[config.mk]
export PLATFORM = sky130hd
export DESIGN_NAME = multi_click_classifier_flat
export DESIGN_NICKNAME = d
export VERILOG_FILES = /design/src/rtl/mcc_pkg.sv /design/src/rtl/mcc_evt_if.sv /design/src/rtl/mcc_res_if.sv /design/src/rtl/multi_click_classifier.sv /design/src/rtl/mcc_hist_mem.sv /design/src/rtl/mcc_classify.sv /design/src/flat_wrapper.sv
export VERILOG_INCLUDE_DIRS = /design/src /design/src/rtl
export SDC_FILE = /design/constraint.sdc
export NUM_CORES = 1
export LEC_CHECK = 0
export ABC_AREA = 0
export BUFFER_PORTS_ARGS = -buffer_cell sky130_fd_sc_hd__buf_2
export CAP_MARGIN = 30
export CORE_MARGIN = 4
export CORE_UTILIZATION = 30
export CTS_CLUSTER_SIZE = 20
export DETAILED_ROUTE_END_ITERATION = 10
export SETUP_SLACK_MARGIN = 0.3
export SLEW_MARGIN = 20
export SYNTH_ARGS = -nofsm -noshare
export SYNTH_HDL_FRONTEND = slang
export SYNTH_SLANG_ARGS = --single-unit
[constraint.sdc]
create_clock -name clk -period 16.8 [get_ports clk]
set_input_delay 0.84 -clock clk [delete_from_list [all_inputs] [get_ports clk]]
set_output_delay 0.84 -clock clk [all_outputs]
set_load 0.02 [all_outputs]
[src/rtl/multi_click_classifier_defines.svh]
// Assertion macros for the multi-click classifier
`ifndef MULTI_CLICK_CLASSIFIER_DEFINES_SVH
`define MULTI_CLICK_CLASSIFIER_DEFINES_SVH

// same-cycle implication, checked out of reset
`define MCC_ASSERT_NOW(lbl, ante, cons, msg) \
	lbl: assert property (@(posedge clk) disable iff (!arst_n) (ante) |-> (cons)) \
		else $error(msg);

// next-cycle implication, checked out of reset
`define MCC_ASSERT_NEXT(lbl, ante, cons, msg) \
	lbl: assert property (@(posedge clk) disable iff (!arst_n) (ante) |=> (cons)) \
		else $error(msg);

`endif

[src/rtl/mcc_pkg.sv]
package mcc_pkg;

	localparam int NUM_BUTTONS = 3;
	// one history entry per button plus one for the encoder button
	localparam int NUM_ENT     = NUM_BUTTONS + 1;
	localparam int ENT_W       = $clog2(NUM_ENT);
	localparam int TIME_W      = 32;
	localparam int CFG_W       = 16;
	localparam int CFG_IDX_W   = 1;

	localparam logic [ENT_W-1:0] ENC_ENT = ENT_W'(NUM_BUTTONS);

	typedef enum logic [1:0] {
		ACT_PRESS     = 2'd0,
		ACT_CHECK     = 2'd1,
		ACT_ENC_PRESS = 2'd2,
		ACT_ENC_CHECK = 2'd3
	} action_t;

	typedef enum logic [1:0] {
		MODE_SINGLE = 2'd0,
		MODE_DOUBLE = 2'd1,
		MODE_TRIPLE = 2'd2
	} mode_t;

	typedef enum logic [1:0] {
		KIND_NONE   = 2'd0,
		KIND_SINGLE = 2'd1,
		KIND_DOUBLE = 2'd2,
		KIND_TRIPLE = 2'd3
	} kind_t;

	typedef enum logic [CFG_IDX_W-1:0] {
		CFG_DEAD_TIME  = 1'd0,
		CFG_DBL_WINDOW = 1'd1
	} cfg_idx_t;

	localparam logic [1:0] SRC_ENCODER = 2'd3;
	localparam logic [CFG_W-1:0] DEAD_TIME_RST  = 16'd50;
	localparam logic [CFG_W-1:0] DBL_WINDOW_RST = 16'd400;

	// press history of one source; zero means no press
	typedef struct packed {
		logic [TIME_W-1:0] newest;
		logic [TIME_W-1:0] second;
		logic [TIME_W-1:0] third;
	} hist_t;

	// write-back request to the history store
	typedef struct packed {
		logic             en;
		logic [ENT_W-1:0] addr;
		hist_t            data;
	} hist_wr_t;

endpackage

[src/rtl/mcc_evt_if.sv]
interface mcc_evt_if;
	import mcc_pkg::*;

	logic              valid;
	logic              ready;
	action_t           action;
	logic [1:0]        button;
	logic [TIME_W-1:0] now_ms;
	logic [1:0]        click_mode;

	modport source (output valid, output action, output button, output now_ms,
		output click_mode, input ready);
	modport sink (input valid, input action, input button, input now_ms,
		input click_mode, output ready);
endinterface

[src/rtl/mcc_res_if.sv]
interface mcc_res_if;
	import mcc_pkg::*;

	logic       valid;
	logic       ready;
	logic [1:0] clicked_source;
	kind_t      click_kind;

	modport source (output valid, output clicked_source, output click_kind, input ready);
	modport sink (input valid, input clicked_source, input click_kind, output ready);
endinterface

[src/rtl/multi_click_classifier.sv]
// Multi-click classifier: takes one event or check item per clock and returns exactly
// one result item for each through stage 1 and the output register, as the result side takes them.
// Press histories of the buttons and the encoder button sit in a small one-read,
// one-write history memory; an item reads its entry on acceptance, the decision and
// write-back are made in stage 1 as the item leaves it, and a write-first bypass lets an item on the
// same source follow directly. Rate is one item per cycle, limited only by the result
// side taking items; the history reads as empty after reset without any clearing pass.
// Configuration writes must only happen while no item is in flight.
`include "multi_click_classifier_defines.svh"

module multi_click_classifier (
	input  logic                              clk,
	input  logic                              arst_n,
	input  logic                              cfg_we,
	input  logic [mcc_pkg::CFG_IDX_W-1:0]     cfg_idx,
	input  logic [mcc_pkg::CFG_W-1:0]         cfg_data,
	mcc_evt_if.sink                           evt,
	mcc_res_if.source                         res
);
	import mcc_pkg::*;

	logic [CFG_W-1:0]  dead_time_q;
	logic [CFG_W-1:0]  window_q;

	logic              acc;
	logic              adv;
	logic [ENT_W-1:0]  rd_addr;
	hist_t             hist_s1;
	hist_wr_t          wr_req;
	hist_wr_t          wr;

	logic              valid_s1;
	action_t           action_s1;
	logic [1:0]        button_s1;
	logic [TIME_W-1:0] now_s1;
	logic [1:0]        mode_s1;
	logic [ENT_W-1:0]  addr_s1;

	logic [1:0]        src_s1;
	kind_t             kind_s1;

	logic              out_valid_q;
	logic [1:0]        out_src_q;
	kind_t             out_kind_q;

	// configuration registers
	always_ff @(posedge clk or negedge arst_n) begin
		if (!arst_n) begin
			dead_time_q <= DEAD_TIME_RST;
			window_q    <= DBL_WINDOW_RST;
		end else if (cfg_we) begin
			unique case (cfg_idx)
				CFG_DEAD_TIME:  dead_time_q <= cfg_data;
				CFG_DBL_WINDOW: window_q    <= cfg_data;
				default:        dead_time_q <= dead_time_q;
			endcase
		end
	end

	// handshake: stage 1 moves on when the output register is free or being taken
	assign adv       = !out_valid_q || res.ready;
	assign evt.ready = !valid_s1 || adv;
	assign acc       = evt.valid && evt.ready;

	// entry address for the incoming item
	always_comb begin
		if (evt.action == ACT_PRESS || evt.action == ACT_CHECK) begin
			rd_addr = ENT_W'(evt.button);
		end else begin
			rd_addr = ENC_ENT;
		end
	end

	mcc_hist_mem u_mem (
		.clk     (clk),
		.arst_n  (arst_n),
		.rd_en   (acc),
		.rd_addr (rd_addr),
		.rd_data (hist_s1),
		.wr      (wr)
	);

	// stage 1 control
	always_ff @(posedge clk or negedge arst_n) begin
		if (!arst_n) begin
			valid_s1 <= 1'b0;
		end else if (evt.ready) begin
			valid_s1 <= evt.valid;
		end
	end

	// stage 1 payload
	always_ff @(posedge clk) begin
		if (acc) begin
			action_s1 <= evt.action;
			button_s1 <= evt.button;
			now_s1    <= evt.now_ms;
			mode_s1   <= evt.click_mode;
			addr_s1   <= rd_addr;
		end
	end

	mcc_classify u_cls (
		.action                 (action_s1),
		.button                 (button_s1),
		.now_ms                 (now_s1),
		.click_mode             (mode_s1),
		.addr                   (addr_s1),
		.hist                   (hist_s1),
		.dead_time_ms           (dead_time_q),
		.double_click_window_ms (window_q),
		.wr                     (wr_req),
		.clicked_source         (src_s1),
		.click_kind             (kind_s1)
	);

	// write back only when the item leaves stage 1
	always_comb begin
		wr    = wr_req;
		wr.en = wr_req.en && valid_s1 && adv;
	end

	// output register
	always_ff @(posedge clk or negedge arst_n) begin
		if (!arst_n) begin
			out_valid_q <= 1'b0;
		end else if (adv) begin
			out_valid_q <= valid_s1;
		end
	end

	always_ff @(posedge clk) begin
		if (adv && valid_s1) begin
			out_src_q  <= src_s1;
			out_kind_q <= kind_s1;
		end
	end

	assign res.valid          = out_valid_q;
	assign res.clicked_source = out_src_q;
	assign res.click_kind     = out_kind_q;

	// checks
	`MCC_ASSERT_NEXT(a_acc_fills_s1, acc, valid_s1, "accepted item missing from stage 1")
	`MCC_ASSERT_NOW(a_no_wr_on_stall, valid_s1 && !adv, !wr.en, "history written while stalled")
	`MCC_ASSERT_NOW(a_enc_single, res.valid && res.clicked_source == SRC_ENCODER, res.click_kind == KIND_SINGLE || res.click_kind == KIND_NONE, "encoder result other than single")
	`MCC_ASSERT_NOW(a_none_src_zero, res.valid && res.click_kind == KIND_NONE, res.clicked_source == 2'd0, "source set on empty result")
endmodule

[src/rtl/mcc_hist_mem.sv]
module mcc_hist_mem (
	input  logic                    clk,
	input  logic                    arst_n,
	input  logic                    rd_en,
	input  logic [mcc_pkg::ENT_W-1:0] rd_addr,
	output mcc_pkg::hist_t          rd_data,
	input  mcc_pkg::hist_wr_t       wr
);
	import mcc_pkg::*;

	hist_t               mem [NUM_ENT];
	logic  [NUM_ENT-1:0] valid_q;
	hist_t               rd_data_q;

	// storage array, no reset
	always_ff @(posedge clk) begin
		if (wr.en) begin
			mem[wr.addr] <= wr.data;
		end
	end

	// entry valid bits: an unwritten entry reads as empty
	always_ff @(posedge clk or negedge arst_n) begin
		if (!arst_n) begin
			valid_q <= '0;
		end else if (wr.en) begin
			valid_q[wr.addr] <= 1'b1;
		end
	end

	// registered read, write-first when the same entry is written this cycle
	always_ff @(posedge clk) begin
		if (rd_en) begin
			if (wr.en && wr.addr == rd_addr) begin
				rd_data_q <= wr.data;
			end else if (valid_q[rd_addr]) begin
				rd_data_q <= mem[rd_addr];
			end else begin
				rd_data_q <= '0;
			end
		end
	end

	assign rd_data = rd_data_q;
endmodule

[src/rtl/mcc_classify.sv]
module mcc_classify (
	input  mcc_pkg::action_t              action,
	input  logic [1:0]                    button,
	input  logic [mcc_pkg::TIME_W-1:0]    now_ms,
	input  logic [1:0]                    click_mode,
	input  logic [mcc_pkg::ENT_W-1:0]     addr,
	input  mcc_pkg::hist_t                hist,
	input  logic [mcc_pkg::CFG_W-1:0]     dead_time_ms,
	input  logic [mcc_pkg::CFG_W-1:0]     double_click_window_ms,
	output mcc_pkg::hist_wr_t             wr,
	output logic [1:0]                    clicked_source,
	output mcc_pkg::kind_t                click_kind
);
	import mcc_pkg::*;

	logic              btn_ok;
	logic [TIME_W-1:0] age;
	logic [TIME_W-1:0] age2;
	logic [TIME_W-1:0] age3;
	logic [TIME_W-1:0] dead_ext;
	logic [TIME_W-1:0] win_ext;
	logic [TIME_W-1:0] win2;
	logic [TIME_W-1:0] win3;
	logic              past_dead;
	logic              multi;
	logic              is_double;
	logic              is_triple;

	always_comb begin
		btn_ok    = 32'(button) < NUM_BUTTONS;
		age       = now_ms - hist.newest;
		age2      = now_ms - hist.second;
		age3      = now_ms - hist.third;
		dead_ext  = TIME_W'(dead_time_ms);
		win_ext   = TIME_W'(double_click_window_ms);
		// 2W and 3W fit easily, window is only 16 bits
		win2      = win_ext << 1;
		win3      = win2 + win_ext;
		past_dead = hist.newest != '0 && age > dead_ext;
		multi     = click_mode == MODE_DOUBLE || click_mode == MODE_TRIPLE;
		is_double = hist.second != '0 && age2 < win2;
		is_triple = click_mode == MODE_TRIPLE && hist.third != '0 && age3 < win3;

		wr.en          = 1'b0;
		wr.addr        = addr;
		wr.data        = '0;
		clicked_source = 2'd0;
		click_kind     = KIND_NONE;

		unique case (action)
			ACT_PRESS: begin
				// press outside the dead time shifts the history
				if (btn_ok && (hist.newest == '0 || age > dead_ext)) begin
					wr.en          = 1'b1;
					wr.data.newest = now_ms;
					wr.data.second = hist.newest;
					wr.data.third  = hist.second;
				end
			end
			ACT_CHECK: begin
				if (btn_ok && past_dead && !(multi && age <= win_ext)) begin
					wr.en          = 1'b1;
					clicked_source = button;
					if (multi && is_double) begin
						click_kind = is_triple ? KIND_TRIPLE : KIND_DOUBLE;
					end else begin
						click_kind = KIND_SINGLE;
					end
				end
			end
			ACT_ENC_PRESS: begin
				wr.en          = 1'b1;
				wr.data.newest = now_ms;
			end
			ACT_ENC_CHECK: begin
				if (past_dead) begin
					wr.en          = 1'b1;
					clicked_source = SRC_ENCODER;
					click_kind     = KIND_SINGLE;
				end
			end
			default: begin
				wr.en = 1'b0;
			end
		endcase
	end
endmodule
[src/flat_wrapper.sv]
// flat-port wrapper written by rule: the top's interface ports become plain ports
module multi_click_classifier_flat import mcc_pkg::*;
  (clk, arst_n, cfg_we, cfg_idx, cfg_data, evt_valid, evt_action, evt_button, evt_now_ms, evt_click_mode, evt_ready, res_valid, res_clicked_source, res_click_kind, res_ready);
  mcc_evt_if evt_i ();
  mcc_res_if res_i ();
  input  logic clk;
  input  logic arst_n;
  input  logic cfg_we;
  input  logic [mcc_pkg::CFG_IDX_W-1:0] cfg_idx;
  input  logic [mcc_pkg::CFG_W-1:0] cfg_data;
  input wire logic [$bits(evt_i.valid)-1:0] evt_valid;
  input wire logic [$bits(evt_i.action)-1:0] evt_action;
  input wire logic [$bits(evt_i.button)-1:0] evt_button;
  input wire logic [$bits(evt_i.now_ms)-1:0] evt_now_ms;
  input wire logic [$bits(evt_i.click_mode)-1:0] evt_click_mode;
  output wire logic [$bits(evt_i.ready)-1:0] evt_ready;
  output wire logic [$bits(res_i.valid)-1:0] res_valid;
  output wire logic [$bits(res_i.clicked_source)-1:0] res_clicked_source;
  output wire logic [$bits(res_i.click_kind)-1:0] res_click_kind;
  input wire logic [$bits(res_i.ready)-1:0] res_ready;
  assign evt_i.valid = evt_valid;
  assign evt_i.action = evt_action;
  assign evt_i.button = evt_button;
  assign evt_i.now_ms = evt_now_ms;
  assign evt_i.click_mode = evt_click_mode;
  assign evt_ready = evt_i.ready;
  assign res_valid = res_i.valid;
  assign res_clicked_source = res_i.clicked_source;
  assign res_click_kind = res_i.click_kind;
  assign res_i.ready = res_ready;
  multi_click_classifier u_core (.clk(clk), .arst_n(arst_n), .cfg_we(cfg_we), .cfg_idx(cfg_idx), .cfg_data(cfg_data), .evt(evt_i), .res(res_i));
endmodule
# Yosys cells after proc, flatten, opt, wreduce, memory -nomap -nowiden

Memories as Yosys holds them, arrays and structs flattened.
Index checks and enable logic that the tools add are counted.
W data, S select, Z words.

Bits in registers: 178
Bits in writable memories: 384
Input port bits: 60
Output and inout port bits: 6
Logic and storage cells: 92
Memories kept: 1

Memories:

| name             | words | bits a word | rd ports | clocked after memory_dff | write ports | line               | source |
|---|---|---|---|---|---|---|---|
| u_core.u_mem.mem | 4     | 96          | 1        | 0                        | 1           | mcc_hist_mem.sv:11 | `hist_t mem [NUM_ENT];` |

$add $sub $neg: 4
$lt $le $gt $ge: 8
Equal/unequal tests: 7
Multiplexer cells: 24
Bitwise logic cells: 2
Reduce and logical (&&, ||, !) cells: 31

Operator list:

| cell                 | number |
|---|---|
| $mux W96             | 3 |
| $reduce_bool A32 Y1  | 3 |
| $sub A32 B32 Y32     | 3 |
| $mux W64             | 1 |
| $pmux W32 S2         | 1 |
| $gt A32 B16 Y1       | 1 |
| $le A32 B16 Y1       | 1 |
| $logic_not A32 Y1    | 1 |
| $lt A32 B17 Y1       | 1 |
| $lt A32 B18 Y1       | 1 |
| $add A17 B16 Y18     | 1 |
| $logic_and A1 B1 Y1  | 15 |
| $mux W2              | 5 |
| $mux W1              | 9 |
| $pmux W2 S2          | 2 |
| $eq A2 B1 Y1 const B | 3 |
| $eq A2 B2 Y1 const B | 3 |
| $lt A2 B3 Y1 const B | 2 |
| $logic_or A1 B1 Y1   | 5 |
| $logic_not A2 Y1     | 2 |
| $or A4 B4 Y4         | 1 |
| $pmux W1 S4          | 1 |
| $reduce_and A2 Y1    | 2 |
| $logic_not A1 Y1     | 3 |
| other kinds (6)      | 6 |

# Depth between registers and ports, before layout

Gate-level depths: netlist (run 1).

Depth in word-level cells: 11
Depth in mapped cells: 27
Gate-level depth less buffers: 25

# Hierarchy

From an unflattened synthesis (run 1), not the netlist that was laid out.

Cell total of the unflattened synthesis: 2,187
Area, all modules: 29,498.3 µm²

Modules (own cells, without submodules):

| module                 | instances | cells an instance | area each (µm²) | seq. area each (µm²) |
|---|---|---|---|---|
| mcc_hist_mem           | 1         | 735               | 17,880.9        | 14,513.9 |
| mcc_classify           | 1         | 1,328             | 8,933.6         | 0.0 |
| multi_click_classifier | 1         | 124               | 2,683.8         | 2,179.6 |

# Least setup slack after synthesis (run 1)

No wires, ideal clock.

Path type: register to register
Start: register u_core.now_s1[4]
End: memory u_core.u_mem.mem[2][0] in the netlist's numbering, enable pin
Library setup time: 786 ps
Arrival: 12,956 ps
Required time: 16,014 ps
Path slack: 3,058 ps
Cell stages (with the launch flop): 23
Path buffers: 0
Clock period less this slack: 13,742 ps
Path through: edfxtp_1 > ha_1 > or3_1 > a21oi_1 > a21oi_1 > and2_1 > o21ai_0 > nor2b_1 > nor2b_1 > o21ai_0 > nand2b_1 > a31oi_1 > xnor2_1 > ha_1 > and4_1 > nand3_1 > a221oi_1 > a21oi_1 > a21oi_1 > o21ai_0 > a21oi_1 > nor2_1 > nor4_1

Longest elaborated chain between the ends: 11
Elaborated cells on any way between the ends: 18
Classes of those cells: 1 x add/sub; 2 x order compare; 6 x mux; 9 x reduce/logical

Ends and longest elaborated chain:

| item                                                    | line                                                       | source |
|---|---|---|
| start, declared                                         | multi_click_classifier.sv:35                               | `logic [TIME_W-1:0] now_s1;` |
| start signal, assigned                                  | multi_click_classifier.sv:97                               | `now_s1 <= evt.now_ms;` |
| $sub A32 B32 Y32 (*)                                    | mcc_classify.sv:31                                         | `age = now_ms - hist.newest;` |
| $gt A32 B16 Y1 or $le A32 B16 Y1 (tied branches)        | mcc_classify.sv:39, mcc_classify.sv:53, mcc_classify.sv:61 |  |
| $logic_and A1 B1 Y1, on equally long branches           | mcc_classify.sv:39, mcc_classify.sv:61                     |  |
| $logic_and A1 B1 Y1 or $logic_not A1 Y1 (tied branches) | mcc_classify.sv:61                                         | `if (btn_ok && past_dead && !(multi && age <= win_ext)) begin` |
| $logic_and A1 B1 Y1                                     | mcc_classify.sv:61                                         |  |
| $mux W1                                                 | mcc_classify.sv:61                                         |  |
| $pmux W1 S4 (*)                                         | mcc_classify.sv:50                                         | `unique case (action)` |
| $logic_and A1 B1 Y1 (*) (2 in series)                   | multi_click_classifier.sv:120                              | `wr.en = wr_req.en && valid_s1 && adv;` |
| $mux W1 (*)                                             | mcc_hist_mem.sv:17                                         | `if (wr.en) begin` |
| $mux W1 (implied by the code) (*)                       | mcc_hist_mem.sv:18                                         | `mem[wr.addr] <= wr.data;` |
| end, declared                                           | mcc_hist_mem.sv:11                                         |  |

Every way passes the cells marked *; elsewhere a longest branch is shown, timed or not.

# Worst setup path in the final report (run 1)

Start: register u_core.now_s1[1]
End: memory u_core.u_mem.mem[2][32] in the netlist's numbering, enable pin

Same word-level chain as after synthesis.

==> results of run 1 <==
-- kinds of logic after synthesis --
| kind of cell | Yosys count | share of synthesized area, % |
|---|---|---|
| compound gates | 618 | 12.2 |
| xor+xnor | 66 | 1.88 |
| fa+ha+maj | 177 | 7.30 |
| buf+inv | 347 | 4.60 |
| flops | 562 | 54.3 |
| mux | 224 | 7.37 |
| simple gates | 835 | 12.4 |
-- power breakdown --
| group | internal, mW | switching [mW] |
|---|---|---|
| Clock | 0.827 | 0.569 |
| Combinational | 0.328 | 0.541 |
| Sequential | 1.62 | 0.0742 |
| Total | 2.78 | 1.18 |
-- flip-flops by register name (all words and copies together) (netlist names) --
signal / count
u_core.u_mem.mem: 384
u_core.u_mem.rd_data: 96
u_core.now_s1: 32
u_core.dead_time_q: 16
u_core.window_q: 16
u_core.u_mem.valid_q: 4
u_core.action_s1: 2
u_core.addr_s1: 2
u_core.button_s1: 2
u_core.mode_s1: 2
u_core.res.click_kind: 2
u_core.res.clicked_source: 2
u_core.res.valid: 1
u_core.valid_s1: 1
-- how the worst max path moves through the flow --
| stage | start | endpoint |
|---|---|---|
| after global placement | u_core.now_s1[1] | u_core.u_mem.rd_data[90] |
| after global routing | u_core.now_s1[1] | u_core.u_mem.mem[2][0] |
| after floorplan | u_core.now_s1[4] | u_core.u_mem.mem[2][0] |
| after detailed placement | u_core.now_s1[1] | u_core.u_mem.rd_data[14] |
| final | u_core.now_s1[1] | u_core.u_mem.mem[2][32] |
| after CTS | u_core.now_s1[1] | u_core.u_mem.rd_data[7] |
-- metrics by stage --
| step | hold slack, ns | worst slack, ns | instance area, sq um |
|---|---|---|---|
| floorplan | 0.427 | 3.06 | 30800 |
| global placement | 0.465 | 9.71 | 32500 |
| detailed placement | 0.460 | 9.66 | 32600 |
| CTS | 0.102 | 9.68 | 34700 |
| global route | 0.129 | 9.26 | 34700 |
| finish | 0.124 | 9.84 | 34700 |
-- area by class of cell --
| cell class | instances | area [sq um] |
|---|---|---|
| tap | 1368 | 1710 |
| multi-input combinational | 1920 | 12700 |
| clock inverter | 38 | 546 |
| fill | 10086 | 67000 |
| inverter | 230 | 866 |
| sequential | 562 | 16700 |
| timing repair buffer | 93 | 642 |
| clock buffer | 71 | 1540 |
-- worst max-delay path, cell delays in order, from the launching register on --
cell and delay [ns]:
edfxtp_1 0.51, ha_1 0.33, nor2b_1 0.15, o31ai_1 0.42
a21oi_1 0.16, and2_1 0.20, o21ai_0 0.12, nor2b_1 0.23
nor2b_1 0.07, o21ai_0 0.14, nand2b_1 0.10, a31oi_1 0.20
xnor2_1 0.14, ha_1 0.32, and4_1 0.21, nand3_1 0.10
a221oi_1 0.24, a21oi_1 0.07, a21oi_1 0.51, o21ai_0 0.17
a21oi_1 0.36, nor2_1 0.18, nor4_2 0.23, buf_4 0.67
buf_4 0.72
-- per-layer routing --
layer / wire length, microns / part of all wire, % / global-route usage, % / up-vias
li1: - / - / - / 10339
met1: 41800 / 46 / 24.3 / 10783
met2: 38200 / 42 / 24.0 / 833
met3: 8280 / 9.2 / 3.28 / 123
met4: 2150 / 2.4 / 4.24 / 0
met5: 0 / 0 / 0 / -
-- Yosys cell counts (9+ instances only) --
cell type / instances
edfxtp_1: 524
nand2_1: 350
inv_1: 228
a21oi_1: 209
nor2_1: 205
mux2i_1: 203
o21ai_0: 178
ha_1: 173
clkbuf_1: 88
a21o_1: 62
nand2b_1: 56
nand3_1: 42
xnor2_1: 39
nor4_1: 36
dfrtp_1: 32
xor2_1: 27
nor3_1: 25
a211oi_1: 24
nand4_1: 24
mux2_2: 21
nor2b_1: 21
o21a_1: 19
and3_1: 15
a31oi_1: 13
or3_1: 13
and2_1: 12
buf_1: 12
o21bai_1: 12
and4_1: 9
o2111ai_1: 9
==> impl_metrics.yaml, run 1 <==
run_status:
  status: "finished, final reports clean"
worst_setup_path:
  critPathKind: "reg -> reg"
  cp.arrival_ns: 7.22
  rrSetupSlack_ns: 9.84
  cp_data_required_time_ns: 17.06
  r2r_end: "u_core.u_mem.mem[2][32]"
  r2r-start: "u_core.now_s1[1]"
  worstRegToRegCells: 24
  crit_path_start_kind: "flip-flop"
  crit_fanout: 50
  critPathCaptureType: "flip-flop"
timing:
  fin_setup_tns_ns: 0
  slew_headroom_pct: 26.3
  worst_pin_slew_ns: 1.10
  max_freq_ghz: 0.144
  finalClockSkew_ns: 0.0665
  min_period_ns: 6.96
  final_max_slew_viol_count: 0
  rsz0062_at_grt: "false"
  finalSetupViolations: 0
  finalHoldViolCount: 0
  fin_crit_sh_pct: 41.4
placement:
  gp_congestion: 0.906
  port_buffers: 65
  post-dp-hpwl_mm: 63.5
  place_inst: 4171
power_and_ir_drop:
  vdd_drop_max_uv: 86.1
  finalPower_mw: 3.96
  cellPowerDensity_nw_per_um2: 114
  p_leak_nw: 14.2
min_path:
  hp-class: "in -> async"
clocking:
  ctsHoldBuffers: 0
  clock_latency_ns: 0.66
  cts_resized: 0
  cts_made_buffers: 58
  postCtsSetupRepairBufs: 0
  cts_max_level: 2
  clk_pin_slew_ns: 0.06
  root_buffer: "clkbuf_16"
  clock_sinks: 562
  cts_buffer_depth: 3
  cts_tree: "built"
die:
  num_rows: 117
  fp.dieH_microns: 328
  die_area_sq_um: 108000
  die_w_microns: 328
  initial_core_util_pct: 30.2
  design.portCount: 66
  coreArea_sq_um: 102000
detailed_routing:
  drtIter0Drc: 2145
  via_count: 22078
  avgRoutedWirePerCell_microns: 21.1
  avgViaCountPerCell: 5.16
  wl_mm: 90.4
  drtPass1Iterations: 5
  antenna_left: 0
  drc: 0
synthesis:
  syn_avg_cell_area_sq_um: 10.9
  synth_seq_area_share_pct: 54.3
  ys.flop_type: "edfxtp_1"
  synth_seq_cells: 562
  netlist-cell-type-count: 74
  yosys-top-cells-area: "edfxtp_1 (51%), ha_1 (7.0%), mux2i_1 (6.6%)"
  synth_top_area_share_pct: 51.1
  yosysWarningCount: 0
  syn_nets: 3066
  async_reset_ff_share_pct: 6.76
  synth_cells: 2829
  synth.cell_area_sq_um: 30800
  synth_edf_count: 524
  yosysTopAreaCell: "edfxtp_1"
global_routing:
  grt_max_degree: 77
  grt_pass1_vias: 21227
  grt_overflow: 0
  antenna_found_initial: 3
  grt_use_total_pct: 16.3
  grt_pass1_wl_mm: 134
finish:
  antenna_cells: 0
  syn_to_final_growth_pct: 12.9
  final_common_cell: "edfxtp_1"
  drive_above_1_share_pct: 8.20
  layout_common_cells: "edfxtp_1 (524), nand2_1 (350), inv_1 (228), a21oi_1 (206), mux2i_1 (203)"
  final_cells: 4282
  nNetsFinal: 3102
  utilization_pct: 34.1
job:
  maxCapViolCount: 0
(Power assumes the default switching activity.)
==> inputs of run 2 (changes only) <==
- clock period: 16.8 -> 6.45 ns (I/O delays scaled with it)
==> run 2 against run 1 <==
First-iteration DRC count grew 2.0%. Final cell count grew 1.7%. Critical path type unchanged. Combinational power grew to 2.7 times the previous value. Critical endpoint is now u_core.u_mem.mem[1][52]. Sequential share of layout area shrank 0.93 points. Largest power group unchanged. Critical path depth shrank 4.
==> impl_metrics.yaml, run 2 (same netlist as run 1, synthesis figures left out) <==
run_status:
  status: "finished, final reports clean"
worst_setup_path:
  cp.arrival_ns: 6.06
  cpPeakStageDelay_ns: 0.57
  cp_data_required_time_ns: 6.81
  critPathKind: "reg -> reg"
  path_cells: "inv_1, ha_1, fa_1, nand2b_1, a21oi_1, o21ai_1, nand3_1, a21oi_1, xnor2_1, ha_1, and4_1, nand3_2, a221oi_2, a21oi_1, a21oi_2, o21ai_1, a21oi_2, nand2b_1, and4_4, buf_4"
  crit_fanout: 23
  cp_num_buf_inv: 2
  crit_top_cell: "a21oi_1"
  critPathCaptureType: "flip-flop"
  cpMaxStageDelayCell: "and4_4"
  crit_path_start_kind: "flip-flop"
  critical-path-top-delay-family: "compound AO/OA/AOI/OAI gates"
timing:
  slew_headroom_pct: 37.5
  finalClockSkew_ns: 0.0567
  final_max_slew_viol_count: 0
  min_period_ns: 5.70
  finalHoldViolCount: 0
  rsz0062_at_grt: "false"
  fin_crit_sh_pct: 88.4
  holdWs_ns: 0.0306
  max_freq_ghz: 0.175
  fin_ws_ns: 0.748
  worst_pin_slew_ns: 0.937
  finalSetupViolations: 0
die:
  fp.dieH_microns: 328
  die_w_microns: 328
  initial_core_util_pct: 30.2
  coreArea_sq_um: 102000
  design.portCount: 66
  die_area_sq_um: 108000
  num_rows: 117
detailed_routing:
  drtPass1Iterations: 6
  avgRoutedWirePerCell_microns: 21.3
  drtIter0Drc: 2188
  antenna_left: 0
  via_count: 22441
  avgViaCountPerCell: 5.15
  wl_mm: 92.7
  drc: 0
clocking:
  cts_buffer_depth: 3
  ctsHoldBuffers: 55
  clock_sinks: 562
  cts_resized: 0
  cts_max_level: 2
  cts_tree: "built"
  postCtsSetupRepairBufs: 0
  cts_made_buffers: 60
  clock_latency_ns: 0.68
  clk_pin_slew_ns: 0.06
  root_buffer: "clkbuf_16"
power_and_ir_drop:
  p_leak_nw: 14.5
  p_clk_share_pct: 33.6
  p_switching_mw: 3.13
  pwr-share-seq_pct: 43.2
  switching_share_pct: 30.7
  pwr-share-comb_pct: 23.2
  vdd_drop_max_uv: 222
  internal_power_mw: 7.08
  cellPowerDensity_nw_per_um2: 288
job:
  maxCapViolCount: 0
placement:
  port_buffers: 65
  gp_congestion: 0.955
  place_inst: 4190
  dp_slack_ns: 0.846
  post-dp-hpwl_mm: 63.9
finish:
  layout_common_cells: "edfxtp_1 (524), nand2_1 (350), inv_1 (228), a21oi_1 (203), mux2i_1 (203)"
  largest-register: "u_core.u_mem.mem"
  nNetsFinal: 3176
  final_common_cell: "edfxtp_1"
  syn_to_final_growth_pct: 15.2
  final_cells: 4356
  utilization_pct: 34.8
  drive_above_1_share_pct: 8.57
  largest_register_ffs: 384
global_routing:
  antenna_found_initial: 5
  grt_max_degree: 62
  grt_pass1_wl_mm: 138
  grt_pass1_vias: 21896
  grt_overflow: 0
  grt_use_total_pct: 16.8
min_path:
  hp-class: "in -> reg"
## run 2: layout make-up
type / count / area [sq um]
timing repair buffer: 165 / 1380
multi-input combinational: 1920 / 12800
sequential: 562 / 16700
fill: 10048 / 66300
tap: 1368 / 1710
inverter: 230 / 866
clock buffer: 79 / 1600
clock inverter: 31 / 354
antenna: 1 / 2.50
## run 2: routing by layer
layer  track usage [%]  vias up  wire [microns]
met1              24.0    10923           42000
met3              3.55      170            7740
met4              6.28        2            3510
li1                  -    10485               -
met2              25.0      861           39500
met5                 0        -              13
## run 2: worst paths after layout
kind | from | end | slack (ns) | cells after the start
setup reg to reg | u_core.now_s1[0] | u_core.u_mem.mem[1][52] | 0.75 | 20
max in group asynchronous | arst_n | u_core.window_q[7] | 5.74 | 3
hold / removal | evt_now_ms[0] | u_core.now_s1[0] | 0.03 | 1
hold reg to reg | u_core.u_mem.valid_q[0] | u_core.u_mem.valid_q[0] | 0.46 | 1
min in group asynchronous | arst_n | u_core.window_q[3] | 0.16 | 2
setup / recovery | u_core.now_s1[0] | u_core.u_mem.mem[1][52] | 0.75 | 20
## run 2: stage by stage
step | setup TNS [ns] | power, mW | cell area, sq um
2_1_floorplan | -65.95 | 6.00 | 30800
3_3_place_gp | 0 | 6.75 | 32900
3_5_place_dp | 0 | 6.77 | 32900
4_1_cts | 0 | 10.3 | 35400
5_1_grt | 0 | 10.7 | 35400
6_report | 0 | 10.2 | 35400
## run 2: worst reg2reg max path: stages, from the launching register on
cell and delay (ns):
edfxtp_1 0.37, inv_1 0.07, ha_1 0.25, fa_1 0.43, nand2b_1 0.18, a21oi_1 0.30, o21ai_1 0.29, nand3_1 0.24
a21oi_1 0.11, xnor2_1 0.20, ha_1 0.33, and4_1 0.24, nand3_2 0.09, a221oi_2 0.20, a21oi_1 0.09, a21oi_2 0.41
o21ai_1 0.16, a21oi_2 0.27, nand2b_1 0.28, and4_4 0.57, buf_4 0.34
## run 2: power groups by stage
stage | combinational, mW | clock, mW | sequential [mW]
3_3_place_gp | 2.28 | 0 | 4.47
5_1_grt | 2.61 | 3.65 | 4.42
4_1_cts | 2.34 | 3.51 | 4.40
2_1_floorplan | 1.62 | 0 | 4.38
3_5_place_dp | 2.30 | 0 | 4.48
6_report | 2.37 | 3.43 | 4.41
